<file path="src/design/imuoc_pkg.sv">
// shared types and constants for the imu offset calibration block
package imuoc_pkg;

    // axis count and index width
    localparam int unsigned AXES   = 6;
    localparam int unsigned AXIS_W = $clog2(AXES);

    // axis indexes with a special role
    localparam logic [AXIS_W-1:0] AXIS_ACCEL_Z = AXIS_W'(2);
    localparam logic [AXIS_W-1:0] AXIS_LAST    = AXIS_W'(AXES - 1);

    // sample and accumulator widths
    localparam int unsigned SAMPLE_W = 16;
    localparam int unsigned SUM_W    = 32;
    localparam int unsigned COUNT_W  = 16;
    localparam int unsigned RANGE_W  = 3;

    // one g at the widest range, before the range shift
    localparam int unsigned ONE_G_W        = 18;
    localparam logic [ONE_G_W-1:0] ONE_G_BASE = ONE_G_W'(1024);

    // register reset values
    localparam logic [COUNT_W-1:0] CALIB_COUNT_RESET = COUNT_W'(100);
    localparam logic [RANGE_W-1:0] RANGE_SEL_RESET   = RANGE_W'(0);

    // configuration register indexes
    localparam int unsigned CFG_INDEX_W = 1;
    localparam int unsigned CFG_DATA_W  = 16;
    localparam logic [CFG_INDEX_W-1:0] CFG_CALIB_COUNT = 1'b0;
    localparam logic [CFG_INDEX_W-1:0] CFG_RANGE_SEL   = 1'b1;

    // shared divider: one quotient bit per step
    localparam int unsigned DIV_STEPS = SUM_W;
    localparam int unsigned DIV_CNT_W = $clog2(DIV_STEPS);

    // sequencer states
    typedef enum logic [2:0] {
        ST_IDLE,
        ST_ACC,
        ST_DIV_START,
        ST_DIV_WAIT,
        ST_OUT
    } state_t;

endpackage

</file>
<file path="src/design/imuoc_div.sv">
// shared iterative divider: signed 32-bit sum by unsigned 16-bit count, truncating
module imuoc_div
    import imuoc_pkg::*;
(
    input  logic                       clk,
    input  logic                       rst_n,
    input  logic                       start,
    input  logic signed [SUM_W-1:0]    dividend,
    input  logic [COUNT_W-1:0]         divisor,
    output logic                       done,
    output logic [SAMPLE_W-1:0]        quotient
);

    logic                  run_reg, run_next;
    logic                  done_reg, done_next;
    logic                  neg_reg, neg_next;
    logic [DIV_CNT_W-1:0]  count_reg, count_next;
    logic [SUM_W-1:0]      quo_reg, quo_next;
    logic [COUNT_W-1:0]    rem_reg, rem_next;
    logic [COUNT_W-1:0]    div_reg, div_next;

    logic [COUNT_W:0]      rem_shift;
    logic [COUNT_W:0]      rem_diff;
    logic                  fits;

    // one restoring step on the running remainder
    always_comb
    begin
        rem_shift = {rem_reg, quo_reg[SUM_W-1]};
        rem_diff  = rem_shift - {1'b0, div_reg};
        fits      = rem_shift >= {1'b0, div_reg};
    end

    // step control and operand load
    always_comb
    begin
        run_next   = run_reg;
        done_next  = 1'b0;
        neg_next   = neg_reg;
        count_next = count_reg;
        quo_next   = quo_reg;
        rem_next   = rem_reg;
        div_next   = div_reg;
        if (start)
        begin
            run_next   = 1'b1;
            neg_next   = dividend[SUM_W-1];
            count_next = '0;
            quo_next   = dividend[SUM_W-1] ? (SUM_W'(0) - SUM_W'(dividend)) : SUM_W'(dividend);
            rem_next   = '0;
            div_next   = divisor;
        end
        else if (run_reg)
        begin
            quo_next   = {quo_reg[SUM_W-2:0], fits};
            rem_next   = fits ? rem_diff[COUNT_W-1:0] : rem_shift[COUNT_W-1:0];
            count_next = count_reg + DIV_CNT_W'(1);
            if (count_reg == DIV_CNT_W'(DIV_STEPS - 1))
            begin
                run_next  = 1'b0;
                done_next = 1'b1;
            end
        end
    end

    always_ff @(posedge clk or negedge rst_n)
    begin
        if (!rst_n)
        begin
            run_reg   <= 1'b0;
            done_reg  <= 1'b0;
            count_reg <= '0;
        end
        else
        begin
            run_reg   <= run_next;
            done_reg  <= done_next;
            count_reg <= count_next;
        end
    end

    // operand registers
    always_ff @(posedge clk)
    begin
        neg_reg <= neg_next;
        quo_reg <= quo_next;
        rem_reg <= rem_next;
        div_reg <= div_next;
    end

    // sign fix-up, wrapped to sample width
    assign done     = done_reg;
    assign quotient = neg_reg ? (SAMPLE_W'(0) - quo_reg[SAMPLE_W-1:0]) : quo_reg[SAMPLE_W-1:0];

endmodule

</file>
<file path="src/design/imu_offset_calibrate_compensate.sv">
// imu offset calibration and compensation, top level with sequencer
//
// Takes six-axis imu frames on the input channel (in_valid/in_ready) and gives
// offset-compensated frames on the output channel (out_valid/out_ready).
// A frame whose accel x low byte is zero is stale: it is taken and dropped
// with no result. Other frames give one result: raw minus stored offset per
// axis. Calibration frames (kind = 1) also add the compensated values into
// six sums; the frame that completes calib_count of them sets each offset to
// its sum over the count (accel z keeps one g in) and raises calib_done.
// The axes go one per cycle through one subtractor and adder; the result then
// passes through the output step into the result register, and the sequencer
// returns to idle to take the next frame. A completing calibration frame also
// runs the six sums, one axis after another, through one shared divider before
// its result is given.
// One frame is worked on at a time; in_ready is high only while idle, and the
// result register lets the next frame be taken while a result waits.
// If the receiver stalls, the sequencer holds in its last step until the
// result register is free. Reset clears offsets, sums, counter and sets the
// configuration registers to their defaults (count 100, range select 0).
module imu_offset_calibrate_compensate
    import imuoc_pkg::*;
(
    input  logic                        clk,
    input  logic                        rst_n,
    // configuration write port
    input  logic                        cfg_wr_en,
    input  logic [CFG_INDEX_W-1:0]      cfg_index,
    input  logic [CFG_DATA_W-1:0]       cfg_data,
    // input channel
    input  logic                        in_valid,
    output logic                        in_ready,
    input  logic                        kind,
    input  logic signed [SAMPLE_W-1:0]  accel_x_raw,
    input  logic signed [SAMPLE_W-1:0]  accel_y_raw,
    input  logic signed [SAMPLE_W-1:0]  accel_z_raw,
    input  logic signed [SAMPLE_W-1:0]  gyro_x_raw,
    input  logic signed [SAMPLE_W-1:0]  gyro_y_raw,
    input  logic signed [SAMPLE_W-1:0]  gyro_z_raw,
    // output channel
    output logic                        out_valid,
    input  logic                        out_ready,
    output logic signed [SAMPLE_W-1:0]  accel_x_comp,
    output logic signed [SAMPLE_W-1:0]  accel_y_comp,
    output logic signed [SAMPLE_W-1:0]  accel_z_comp,
    output logic signed [SAMPLE_W-1:0]  gyro_x_comp,
    output logic signed [SAMPLE_W-1:0]  gyro_y_comp,
    output logic signed [SAMPLE_W-1:0]  gyro_z_comp,
    output logic                        calib_done
);

    state_t                state_reg, state_next;
    logic [AXIS_W-1:0]     axis_reg, axis_next;
    logic                  kind_reg, kind_next;
    logic                  hit_reg, hit_next;
    logic [COUNT_W-1:0]    calib_count_reg, calib_count_next;
    logic [RANGE_W-1:0]    range_sel_reg, range_sel_next;
    logic [COUNT_W-1:0]    seen_reg, seen_next;
    logic [SAMPLE_W-1:0]   offset_reg [AXES];
    logic [SAMPLE_W-1:0]   offset_next [AXES];
    logic [SUM_W-1:0]      sum_reg [AXES];
    logic [SUM_W-1:0]      sum_next [AXES];
    logic [SAMPLE_W-1:0]   raw_reg [AXES];
    logic [SAMPLE_W-1:0]   raw_next [AXES];
    logic [SAMPLE_W-1:0]   comp_reg [AXES];
    logic [SAMPLE_W-1:0]   comp_next [AXES];
    logic                  out_valid_reg, out_valid_next;
    logic [SAMPLE_W-1:0]   out_comp_reg [AXES];
    logic [SAMPLE_W-1:0]   out_comp_next [AXES];
    logic                  out_done_reg, out_done_next;

    logic                  in_xfer;
    logic                  stale;
    logic                  out_free;
    logic [SAMPLE_W-1:0]   comp_axis;
    logic [SUM_W-1:0]      sum_axis;
    logic [COUNT_W-1:0]    divisor;
    logic [COUNT_W-1:0]    seen_inc;
    logic                  calib_hit;
    logic [ONE_G_W-1:0]    one_g_wide;
    logic [SAMPLE_W-1:0]   one_g;
    logic                  div_start;
    logic                  div_done;
    logic [SAMPLE_W-1:0]   div_quotient;

    // shared divider
    imuoc_div u_div (
        .clk      (clk),
        .rst_n    (rst_n),
        .start    (div_start),
        .dividend (sum_reg[axis_reg]),
        .divisor  (divisor),
        .done     (div_done),
        .quotient (div_quotient)
    );

    // handshake and shared datapath terms
    always_comb
    begin
        in_xfer    = in_valid && (state_reg == ST_IDLE);
        stale      = (accel_x_raw[7:0] == 8'd0);
        out_free   = !out_valid_reg || out_ready;
        comp_axis  = raw_reg[axis_reg] - offset_reg[axis_reg];
        sum_axis   = sum_reg[axis_reg] + {{(SUM_W-SAMPLE_W){comp_axis[SAMPLE_W-1]}}, comp_axis};
        divisor    = (calib_count_reg == '0) ? COUNT_W'(1) : calib_count_reg;
        seen_inc   = seen_reg + COUNT_W'(1);
        calib_hit  = (seen_inc >= divisor) || (seen_inc == '0);
        one_g_wide = ONE_G_BASE << range_sel_reg;
        one_g      = one_g_wide[SAMPLE_W-1:0];
    end

    // sequencer: next state and datapath control
    always_comb
    begin
        state_next       = state_reg;
        axis_next        = axis_reg;
        kind_next        = kind_reg;
        hit_next         = hit_reg;
        calib_count_next = calib_count_reg;
        range_sel_next   = range_sel_reg;
        seen_next        = seen_reg;
        offset_next      = offset_reg;
        sum_next         = sum_reg;
        raw_next         = raw_reg;
        comp_next        = comp_reg;
        out_valid_next   = out_valid_reg && !out_ready;
        out_comp_next    = out_comp_reg;
        out_done_next    = out_done_reg;
        div_start        = 1'b0;

        // configuration writes
        if (cfg_wr_en)
        begin
            unique case (cfg_index)
                CFG_CALIB_COUNT: calib_count_next = cfg_data[COUNT_W-1:0];
                CFG_RANGE_SEL:   range_sel_next   = cfg_data[RANGE_W-1:0];
                default:         calib_count_next = calib_count_reg;
            endcase
        end

        unique case (state_reg)
            ST_IDLE:
            begin
                // capture a frame, stale ones are dropped here
                if (in_xfer && !stale)
                begin
                    raw_next[0] = accel_x_raw;
                    raw_next[1] = accel_y_raw;
                    raw_next[2] = accel_z_raw;
                    raw_next[3] = gyro_x_raw;
                    raw_next[4] = gyro_y_raw;
                    raw_next[5] = gyro_z_raw;
                    kind_next   = kind;
                    hit_next    = 1'b0;
                    axis_next   = '0;
                    state_next  = ST_ACC;
                end
            end
            ST_ACC:
            begin
                // one axis per cycle: compensate and accumulate
                comp_next[axis_reg] = comp_axis;
                if (kind_reg)
                begin
                    sum_next[axis_reg] = sum_axis;
                end
                if (axis_reg == AXIS_LAST)
                begin
                    axis_next = '0;
                    if (kind_reg && calib_hit)
                    begin
                        seen_next  = '0;
                        hit_next   = 1'b1;
                        state_next = ST_DIV_START;
                    end
                    else
                    begin
                        if (kind_reg)
                        begin
                            seen_next = seen_inc;
                        end
                        state_next = ST_OUT;
                    end
                end
                else
                begin
                    axis_next = axis_reg + AXIS_W'(1);
                end
            end
            ST_DIV_START:
            begin
                div_start  = 1'b1;
                state_next = ST_DIV_WAIT;
            end
            ST_DIV_WAIT:
            begin
                // new offset from the quotient (one g taken off on accel z), sum cleared
                if (div_done)
                begin
                    offset_next[axis_reg] = (axis_reg == AXIS_ACCEL_Z) ?
                                            (div_quotient - one_g) : div_quotient;
                    sum_next[axis_reg]    = '0;
                    if (axis_reg == AXIS_LAST)
                    begin
                        state_next = ST_OUT;
                    end
                    else
                    begin
                        axis_next  = axis_reg + AXIS_W'(1);
                        state_next = ST_DIV_START;
                    end
                end
            end
            ST_OUT:
            begin
                // hand the result to the output register once it is free
                if (out_free)
                begin
                    out_valid_next = 1'b1;
                    out_comp_next  = comp_reg;
                    out_done_next  = hit_reg;
                    state_next     = ST_IDLE;
                end
            end
            default:
            begin
                state_next = ST_IDLE;
            end
        endcase
    end

    // control and calibration state
    always_ff @(posedge clk or negedge rst_n)
    begin
        if (!rst_n)
        begin
            state_reg       <= ST_IDLE;
            axis_reg        <= '0;
            kind_reg        <= 1'b0;
            hit_reg         <= 1'b0;
            calib_count_reg <= CALIB_COUNT_RESET;
            range_sel_reg   <= RANGE_SEL_RESET;
            seen_reg        <= '0;
            out_valid_reg   <= 1'b0;
            for (int i = 0; i < AXES; i++)
            begin
                offset_reg[i] <= '0;
                sum_reg[i]    <= '0;
            end
        end
        else
        begin
            state_reg       <= state_next;
            axis_reg        <= axis_next;
            kind_reg        <= kind_next;
            hit_reg         <= hit_next;
            calib_count_reg <= calib_count_next;
            range_sel_reg   <= range_sel_next;
            seen_reg        <= seen_next;
            out_valid_reg   <= out_valid_next;
            offset_reg      <= offset_next;
            sum_reg         <= sum_next;
        end
    end

    // payload registers
    always_ff @(posedge clk)
    begin
        raw_reg      <= raw_next;
        comp_reg     <= comp_next;
        out_comp_reg <= out_comp_next;
        out_done_reg <= out_done_next;
    end

    // ports
    assign in_ready     = (state_reg == ST_IDLE);
    assign out_valid    = out_valid_reg;
    assign accel_x_comp = out_comp_reg[0];
    assign accel_y_comp = out_comp_reg[1];
    assign accel_z_comp = out_comp_reg[2];
    assign gyro_x_comp  = out_comp_reg[3];
    assign gyro_y_comp  = out_comp_reg[4];
    assign gyro_z_comp  = out_comp_reg[5];
    assign calib_done   = out_done_reg;

endmodule

</file>
<file path="config.mk">
export PLATFORM = sky130hd
export DESIGN_NAME = imu_offset_calibrate_compensate
export DESIGN_NICKNAME = d
export VERILOG_FILES = /design/src/design/imuoc_pkg.sv /design/src/design/imuoc_div.sv /design/src/design/imu_offset_calibrate_compensate.sv
export SDC_FILE = /design/constraint.sdc
export NUM_CORES = 1
export LEC_CHECK = 0
export ABC_AREA = 1
export BUFFER_PORTS_ARGS = -buffer_cell sky130_fd_sc_hd__buf_2
export CAP_MARGIN = 0
export CORE_MARGIN = 2
export CORE_UTILIZATION = 40
export DETAILED_ROUTE_END_ITERATION = 10
export GPL_TIMING_DRIVEN = 0
export MAX_ROUTING_LAYER = met4
export PLACE_DENSITY = 0.6
export SYNTH_ARGS = -nofsm -noshare
export SYNTH_HDL_FRONTEND = slang
export SYNTH_SLANG_ARGS = --single-unit
</file>
<file path="constraint.sdc">
create_clock -name clk -period 17.98 [get_ports clk]
set_input_delay 1.798 -clock clk [delete_from_list [all_inputs] [get_ports clk]]
set_output_delay 1.798 -clock clk [all_outputs]
set_load 0.02 [all_outputs]
</file>
==> results of run 1 <==
==> synthesized netlist by cell type (4+ instances only) <==
cell type	instances	area (um^2)
a2111oi_0	10	87.58
a211oi_1	4	30.03
a21o_1	6	45.04
a21oi_1	124	620.6
a221oi_1	6	52.55
a22oi_1	47	352.8
a31oi_1	6	37.54
buf_1	17	63.81
buf_2	13	65.06
buf_6	6	67.56
clkbuf_1	90	337.8
clkinv_1	5	18.77
dfrtp_1	336	8408
dfxtp_1	16	320.3
edfxtp_1	338	10150
ha_1	87	1089
inv_1	372	1396
inv_2	22	82.58
nand2_1	824	3093
nand2_2	18	112.6
nand3_1	136	680.7
nand3_2	11	110.1
nand3b_1	7	52.55
nand4_1	81	506.7
nor2_1	211	792.0
nor2_2	11	68.82
nor2_4	4	45.04
nor3_1	29	145.1
nor3_2	7	70.07
nor4_1	12	75.07
o211ai_1	9	67.56
o21a_1	5	37.54
o21ai_0	285	1426
o21ai_1	37	185.2
o21bai_1	4	30.03
o22ai_1	88	550.5
o31ai_1	8	60.06
xnor2_1	20	175.2
xor2_1	45	394.1
==> through the flow <==
stage / util / total power, mW / instance area [um^2] / cells
6_report: 0.4700 / 3.680 / 37730 / 4830
3_5_place_dp: 0.4369 / 2.084 / 35070 / 4685
4_1_cts: 0.4695 / 3.712 / 37690 / 4823
3_3_place_gp: 0.4327 / 2.077 / 34740 / 4672
2_1_floorplan: - / 1.975 / 32320 / 3395
5_1_grt: 0.4700 / 3.830 / 37730 / 4829
==> kinds of logic after synthesis <==
family	count (synthesis)	share of synthesized area
buffers and inverters	528	0.06356
AND/OR/NAND/NOR	1364	0.1815
AO/OA/AOI/OAI	654	0.1150
XOR/XNOR	65	0.01761
flip-flops	693	0.5865
adder cells (fa/ha/maj)	90	0.03553
multiplexers	1	0.0003097
==> power groups by stage <==
stage	combinational, mW	clock, mW	sequential, mW
final	0.332	1.63	1.72
after global placement	0.325	0	1.75
after detailed placement	0.332	0	1.75
after CTS	0.333	1.66	1.72
after floorplan	0.231	0	1.74
after global routing	0.383	1.72	1.72
==> layer usage <==
layer | GRT usage | vias up | part of all wire
li1 | - | 12120 | -
met1 | 0.3268 | 12260 | 0.44
met2 | 0.3679 | 868 | 0.45
met3 | 0.03965 | 180 | 0.070
met4 | 0.08938 | 0 | 0.035
met5 | - | - | 0
==> layout make-up <==
cell class,count,area (um^2),share of cell area
Sequential cell,693,18960,0.5024
Multi-Input combinational cell,2174,11340,0.3005
Clock buffer,102,2111,0.05594
Inverter,399,1500,0.03976
Timing Repair Buffer,231,1421,0.03767
Tap cell,1060,1326,0.03515
Buffer,129,558.0,0.01479
Clock inverter,36,506.7,0.01343
Antenna cell,6,15.01,0.0003979
==> path summary, 6_finish.rpt <==
kind / to / slack (ns) / depth (start not counted)
hold reg to reg: accel_y_comp[13]$_DFFE_PP_ / 0.41 / 0
min in group asynchronous: calib_count_reg[10]$_DFFE_PN0P_ / 1.03 / 1
hold / removal: accel_y_comp[13]$_DFFE_PP_ / 0.41 / 0
setup reg to reg: sum_reg[19]$_DFFE_PN0P_ / 9.51 / 26
max in group asynchronous: sum_reg[37]$_DFFE_PN0P_ / 15.65 / 3
setup / recovery: sum_reg[19]$_DFFE_PN0P_ / 9.51 / 26
==> impl_metrics.toml, run 1 <==
[setup_path]
critPathTopFamily = "buffers and inverters"
cp-end-kind = "flip-flop"
startpoint = "axis_reg[1]$_DFFE_PN0P_"
r2r-start = "axis_reg[1]$_DFFE_PN0P_"
crit_top_cell = "nand2_1"
cp_slowest_cell = "clkbuf_1"
cp_max_fo = 10
critPathBufInv = 5
critPathArrivalTime_ns = 8.96
critPathKind = "reg2reg"
slowest_delay_ns = 0.92
critPathRequiredTime_ns = 18.47
cp-start-kind = "flip-flop"

[sta]
holdWs_ns = 0.4098
maxSlewViolCount = 0
timing.fmax_mhz = 118.0
skew_ns = 0.04742
rsz0062_at_grt = "no"
worst_slew_pin_slew_ns = 1.451
post-route-period-util = 0.4712
fin_ws_ns = 9.508
fin_crit_ns = 8.473
hold_viol_final = 0
setup_viol = 0
setup-tns-final_ns = 0
slew_headroom = 0.007906

[pwr]
leakagePower_nw = 16.50
p_seq_frac = 0.468
power_switching_uw = 910.9
p_int_mw = 2.769
power_density_nw_per_um2 = 97.53
peakVddDrop_uv = 57.85
pwr-share-clk = 0.442
p_comb_frac = 0.090
p_sw_frac = 0.2475

[min_path]
hp-class = "reg2reg"
hp-start = "comp_reg[77]$_DFFE_PP_"

[die]
die_h_um = 288.3
rows = 104
dieArea_um2 = 83100
io_pins = 218
start_util = 0.4026
die_x_um = 288.3
core_area_um2 = 80290

[placed_design]
routabilityCongestion = 0.9031
io_buffers = 217
place_ws_ns = 9.721
dp_hpwl_um = 70480

[global_route]
grt_pass1_vias = 24340
antenna_found_initial = 7
grt_start_max_net_pins = 116
grt_overflow = 0
grt_pass1_wl_um = 147800
grt_usage = 0.2420

[yosys]
ys_warn_count = 0
avgSynthCellArea_um2 = 9.521
syn_inst = 3395
ys_ff_latch = 693
ys_types = 61
ys.flop_type = "edfxtp_1"
ys_seq_area_frac = 0.5865
syn_nets = 3604
synth_area_um2 = 32320
synth-edff-count = 338
async_flop_share = 0.4892

[layout]
fillers = 7575
final_common_cell = "nand2_1"
largest_reg_flops = 192
layout-drive-gt1-share = 0.1238
nets = 3913
final_cell_mix = "nand2_1, inv_1, edfxtp_1"
syn_to_final_growth_pct = 16.74

[clock_network]
clock_sinks = 693
post_cts_buffers = 0
clkSlewWorstSetupHoldPaths_ns = 0.06
cts-root-buf = "clkbuf_16"
clockBufferDepth = 3
clock_latency_ns = 0.64
holdBufCountCts = 0
cts.htree.levels = 3
cts_buffers = 76
ctsResizeCount = 0
cts_tree = "built"

[route]
via_count = 25430
ant_nets = 0
routedWlPerCell_um = 20.19
drcViolationCount = 0
drt-pass1-iter-count = 6
drt_wl_total_um = 97510
drtIter0Drc = 2365
viasPerCell = 5.265

[status]
status = "finished with violations"
violations = "max-capacitance violations"

[run]
cap_violations = 1
(Power assumes the default switching activity.)
==> inputs of run 2 (changes only) <==
--- a/config.mk
+++ b/config.mk
@@ -13,7 +13,7 @@
 export DETAILED_ROUTE_END_ITERATION = 10
 export GPL_TIMING_DRIVEN = 0
 export MAX_ROUTING_LAYER = met4
-export PLACE_DENSITY = 0.6
+export PLACE_DENSITY = 0.62
 export SYNTH_ARGS = -nofsm -noshare
 export SYNTH_HDL_FRONTEND = slang
 export SYNTH_SLANG_ARGS = --single-unit
==> constraint.sdc (replaced) <==
create_clock -name clk -period 7.1 [get_ports clk]
set_input_delay 0.71 -clock clk [delete_from_list [all_inputs] [get_ports clk]]
set_output_delay 0.71 -clock clk [all_outputs]
set_load 0.02 [all_outputs]
==> impl_metrics.toml, run 2 (synthesis results as in run 1) <==
[status]
status = "complete, no violations"

[route]
ant_nets = 0
via_count = 25530
drt-pass1-iter-count = 6
routedWlPerCell_um = 19.79
drcViolationCount = 0
drtIter0Drc = 2680
viasPerCell = 5.288
drt_wl_total_um = 95530

[global_route]
grt_usage = 0.2366
grt_overflow = 0
grt_pass1_vias = 24570
grt_start_max_net_pins = 118
grt_pass1_wl_um = 145000
antenna_found_initial = 7

[setup_path]
cp-end-kind = "flip-flop"
crit_top_cell = "nand2_1"
reg2reg_slack_ns = 0.25
slowest_delay_ns = 0.81
cp-start-kind = "flip-flop"
critPathArrivalTime_ns = 7.33
r2r-start = "axis_reg[2]$_DFFE_PN0P_"
cp_max_fo = 10
cp_slowest_cell = "a2111oi_1"
critPathBufInv = 4
reg2reg_depth = 24
critPathKind = "reg2reg"
critPathTopFamily = "compound AO/OA/AOI/OAI gates"
crit_chain = "buf_4, inv_2, nand3_2, buf_2, buf_1, o22ai_1, a2111oi_1, ha_1, nand2_1, nor2_1, nand3_1, nand3_1, nand2_1, nand2_1, a21oi_1, xnor2_2, ha_1, a21o_1, nor2_1, nand2_1, nand2_1, nand2_1, o21ai_1, o21ai_0"
critPathRequiredTime_ns = 7.58
r2r_end = "sum_reg[115]$_DFFE_PN0P_"

[sta]
skew_ns = 0.06156
fin_crit_ns = 6.849
setup_viol = 0
rsz0062_at_grt = "no"
maxSlewViolCount = 0
worst_slew_pin_slew_ns = 1.249
post-route-period-util = 0.9647
hold_viol_final = 0
slew_headroom = 0.1582
timing.fmax_mhz = 146.0

[die]
rows = 104
core_area_um2 = 80290
io_pins = 218
dieArea_um2 = 83100
start_util = 0.4026
die_h_um = 288.3
die_x_um = 288.3

[placed_design]
dp_hpwl_um = 69610
io_buffers = 217
routabilityCongestion = 0.9633

[clock_network]
cts.htree.levels = 3
clock_sinks = 693
clkSlewWorstSetupHoldPaths_ns = 0.06
cts-root-buf = "clkbuf_16"
clockBufferDepth = 3
clock_latency_ns = 0.65
cts_buffers = 75
cts_tree = "built"

[pwr]
power_density_nw_per_um2 = 253.3
peakVddDrop_uv = 169.3
leakagePower_nw = 16.70
total_power_mw = 9.656

[min_path]
hp-start = "accel_z_raw[6]"
min_path_cells = 1
hp-class = "in2reg"
holdPathEnd = "raw_reg[54]$_DFFE_PP_"

[layout]
syn_to_final_growth_pct = 17.92
fillers = 7483
final_cell_mix = "nand2_1, inv_1, edfxtp_1"
nets = 3908
largest_reg_flops = 192
layout-drive-gt1-share = 0.1324
fin_util = 0.4748
final_common_cell = "nand2_1"

[run]
cap_violations = 0
==> run 2: report_power, final <==
part	internal [mW]	switching (mW)	total, mW
Sequential	4.29	0.0660	4.36
Clock	2.75	1.71	4.46
Combinational	0.308	0.532	0.840
==> run 2: worst max-delay path by stage <==
stage	from	to	slack [ns]	depth (start not counted)
2_1_floorplan	out_ready	accel_x_comp[0]$_DFFE_PP_	1.04	2
3_3_place_gp	rst_n	sum_reg[69]$_DFFE_PN0P_	-1.57	1
3_5_place_dp	axis_reg[1]$_DFFE_PN0P_	sum_reg[153]$_DFFE_PN0P_	-1.20	32
4_1_cts	axis_reg[1]$_DFFE_PN0P_	sum_reg[121]$_DFFE_PN0P_	0.03	28
5_1_grt	axis_reg[2]$_DFFE_PN0P_	sum_reg[153]$_DFFE_PN0P_	0.02	31
6_report	axis_reg[2]$_DFFE_PN0P_	sum_reg[115]$_DFFE_PN0P_	0.25	24
==> run 2: per-layer routing <==
layer / GRT usage / part of all wire / vias to the layer above / wire (um)
li1: - / - / 12130 / -
met1: 0.3157 / 0.44 / 12290 / 41900
met2: 0.3662 / 0.46 / 921 / 43680
met3: 0.03657 / 0.071 / 195 / 6823
met4: 0.08614 / 0.033 / 0 / 3132
met5: - / 0 / - / 0
==> run 2: what timing repair did <==
action / 4_1_cts / 5_1_grt
buffers inserted: 0 / 3
hold buffers: 1 / 0
hold endpoints to repair: 5 / 0
resized for setup: 12 / 29
endpoints found under the setup margin: 166 / 131
pin swaps: 0 / 2
==> run 2: cell type report <==
type	count	area, um^2	area share
Antenna cell	6	15.01	0.0003939
Buffer	121	549.3	0.01441
Tap cell	1060	1326	0.03480
Inverter	399	1501	0.03939
Sequential cell	693	18960	0.4973
Timing Repair Buffer	235	1461	0.03834
Clock inverter	54	904.6	0.02373
Clock buffer	85	1956	0.05131
Multi-Input combinational cell	2174	11450	0.3003
==> run 2: per-stage QoR <==
stage / setup TNS (ns) / hold slack, ns / setup slack [ns] / cell area, um^2 / cells
floorplan: 0 / 0.4003 / 1.045 / 32320 / 3395
global placement: -749.84 / 0.4006 / -1.569 / 34740 / 4672
detailed placement: -122.50 / 0.4045 / -1.196 / 35080 / 4685
CTS: 0 / 0.1962 / 0.02956 / 37980 / 4818
global route: 0 / 0.2075 / 0.01919 / 38110 / 4826
finish: 0 / 0.2317 / 0.2507 / 38120 / 4827
==> inputs of run 3 (changes only) <==
--- a/config.mk
+++ b/config.mk
@@ -13,7 +13,8 @@
 export DETAILED_ROUTE_END_ITERATION = 10
 export GPL_TIMING_DRIVEN = 0
 export MAX_ROUTING_LAYER = met4
-export PLACE_DENSITY = 0.62
+export PLACE_DENSITY = 0.6
 export SYNTH_ARGS = -nofsm -noshare
 export SYNTH_HDL_FRONTEND = slang
+export SYNTH_HIERARCHICAL = 1
 export SYNTH_SLANG_ARGS = --single-unit
==> constraint.sdc (replaced) <==
create_clock -name clk -period 7.55 [get_ports clk]
set_input_delay 0.755 -clock clk [delete_from_list [all_inputs] [get_ports clk]]
set_output_delay 0.755 -clock clk [all_outputs]
set_load 0.02 [all_outputs]
==> impl_metrics.toml, run 3 <==
[layout]
seq_area_um2 = 18960
multi_input_area_um2 = 11590
fillers = 7657
fin_util = 0.4693
syn_to_final_growth_pct = 16.43
final_cell_mix = "nand2_1, inv_1, edfxtp_1"
layout-drive-gt1-share = 0.1305
nets = 3908
largest_reg_flops = 192
finalInstanceArea_um2 = 37740
final_common_cell = "nand2_1"

[route]
routedWlPerCell_um = 20.83
drcViolationCount = 0
viasPerCell = 5.399
drt-pass1-iter-count = 8
drt_wl_total_um = 100300
via_count = 26010
drtIter0Drc = 2741
ant_nets = 0

[yosys]
ys_seq_area_frac = 0.5849
yosys.area_share.simple = 0.1919
synth_top_cells_by_count = "nand2_1, inv_1, edfxtp_1"
async_flop_share = 0.4892
avgSynthCellArea_um2 = 9.572
synth_most_common_cell = "nand2_1"
synth_compound_area_frac = 0.1109
synth_top_family_by_area = "simple AND/OR/NAND/NOR gates"
ys.flop_type = "edfxtp_1"
synth_top_area_cell = "edfxtp_1"
synth-xor-area-share = 0.01702
synth_adder_area_share = 0.03660
synth-edff-count = 338
ys_ff_latch = 693
syn_nets = 3598
ys_warn_count = 6
yosys-top-cells-area = "edfxtp_1, dfrtp_1, nand2_1"
syn_inst = 3386
synth_area_um2 = 32410
synth_top_area_frac = 0.3131
ys_types = 56
synthMuxAreaShare = 0

[clock_network]
clock_sinks = 693
clockBufferDepth = 3
clock_latency_ns = 0.64
cts_buffers = 77
cts-root-buf = "clkbuf_16"
holdBufCountCts = 0
cts.htree.levels = 3
clkSlewWorstSetupHoldPaths_ns = 0.06
cts_tree = "built"

[placed_design]
postPlaceCellArea_um2 = 35130
routabilityCongestion = 0.9219
dp_hpwl_um = 72100
io_buffers = 217

[setup_path]
critPathArrivalTime_ns = 7.82
critPathKind = "reg2reg"
crit_top_cell = "nand2_1"
slowest_delay_ns = 0.66
cp-start-kind = "flip-flop"
cp_max_fo = 23
cp_slowest_cell = "nor3_1"
critPathRequiredTime_ns = 8.06
cp-end-kind = "flip-flop"

[die]
rows = 104
die_x_um = 288.7
io_pins = 218
core_area_um2 = 80420
start_util = 0.4031
die_h_um = 288.7
dieArea_um2 = 83320

[global_route]
grt_start_max_net_pins = 118
grt_pass1_vias = 24670
grt_overflow = 0
grt_pass1_wl_um = 150700
grt_usage = 0.2474
antenna_found_initial = 3

[sta]
post-route-period-util = 0.9680
fin_crit_ns = 7.309
holdWs_ns = 0.04741
timing.fmax_mhz = 136.8
setup-tns-final_ns = 0
maxSlewViolCount = 0
worst_slew_pin_slew_ns = 1.416
rsz0062_at_grt = "no"
hold_viol_final = 0
skew_ns = 0.03986
slew_headroom = 0.04612
setup_viol = 0

[pwr]
total_power_mw = 8.760
p_seq_frac = 0.465
pwr-share-clk = 0.432
p_comb_frac = 0.102
power_density_nw_per_um2 = 232.1
leakagePower_nw = 16.62
peakVddDrop_uv = 164.3
p_sw_frac = 0.2520
p_int_mw = 6.552
power_switching_mw = 2.207

[status]
status = "complete, no violations"

[min_path]
hp-class = "in2async"

[run]
cap_violations = 0
## run 3: cell types whose count changed in the layout (fill, tap and decap cells not counted), sizes merged, moves of 11 or more
cell / change
buf: -16
clkbuf: +32
nand3: +17
a21oi: -26
a22oi: +12
nor2: -22
nand4: +15
nand2: +43
a22o: +11
bufinv: -15
a221oi: +15
inv: -19
o22ai: -22
## run 3: power by group through the flow
| stage | logic, mW | clock network, mW | registers [mW] |
|---|---|---|---|
| 5_1_grt | 1.02 | 4.00 | 4.08 |
| 3_3_place_gp | 0.881 | 0 | 4.15 |
| 6_report | 0.895 | 3.79 | 4.08 |
| 4_1_cts | 0.900 | 3.85 | 4.08 |
| 2_1_floorplan | 0.634 | 0 | 4.13 |
| 3_5_place_dp | 0.896 | 0 | 4.15 |
## run 3: worst paths after layout
path                                    startpoint                         end  slack (ns)  cells past startpoint
setup / recovery           axis_reg[1]$_DFFE_PN0P_    sum_reg[127]$_DFFE_PN0P_        0.24                     28
hold / removal                               rst_n    seen_reg[13]$_DFFE_PN0P_        0.05                      1
setup reg to reg           axis_reg[1]$_DFFE_PN0P_    sum_reg[127]$_DFFE_PN0P_        0.24                     28
hold reg to reg             comp_reg[71]$_DFFE_PP_   accel_y_comp[7]$_DFFE_PP_        0.40                      0
max in group asynchronous                    rst_n  offset_reg[53]$_DFFE_PN0P_        5.66                      4
min in group clk                   accel_y_raw[15]       raw_reg[79]$_DFFE_PP_        0.29                      1
## run 3: per-stage QoR
step,worst slack [ns],cells
3_3_place_gp,-1.362,4663
2_1_floorplan,1.461,3386
3_5_place_dp,-0.5397,4677
6_report,0.2414,4818
5_1_grt,0.01967,4818
4_1_cts,0.05422,4816
## run 3: layout make-up
type	instances	share of cell area
repair buffers	231	0.03597
well taps	1060	0.03514
clock inverters	35	0.01021
flip-flops and latches	693	0.5023
plain buffers	122	0.01376
diodes	2	0.0001326
clock buffers	104	0.05779
inverters	376	0.03747
multi-input cells	2195	0.3072
## run 3: critical path: cells and delay by family, from the launching register on
family          cells  cell delay [ns]
buf+inv             5             1.30
compound gates      7             1.86
flops               1             0.56
fa+ha+maj           2             0.94
simple gates       14             2.52
## run 3: repair_timing
action                                  4_1_cts  5_1_grt
endpoints found under the setup margin       73       65
buffers inserted                              0        0
resized for setup                             7       26
hold endpoints to repair                      0        0
## run 3: per-layer routing
| layer | routed length, um | vias up | global-route usage |
|---|---|---|---|
| li1 | - | 12200 | - |
| met1 | 43590 | 12490 | 0.3312 |
| met2 | 44640 | 1108 | 0.3744 |
| met3 | 7722 | 213 | 0.04084 |
| met4 | 4385 | 0 | 0.1018 |
| met5 | 0 | - | - |
## run 3: cell families after synthesis
kind of cell	Yosys count
flops	693
compound gates	619
fa+ha+maj	93
buf+inv	498
simple gates	1420
xor+xnor	63
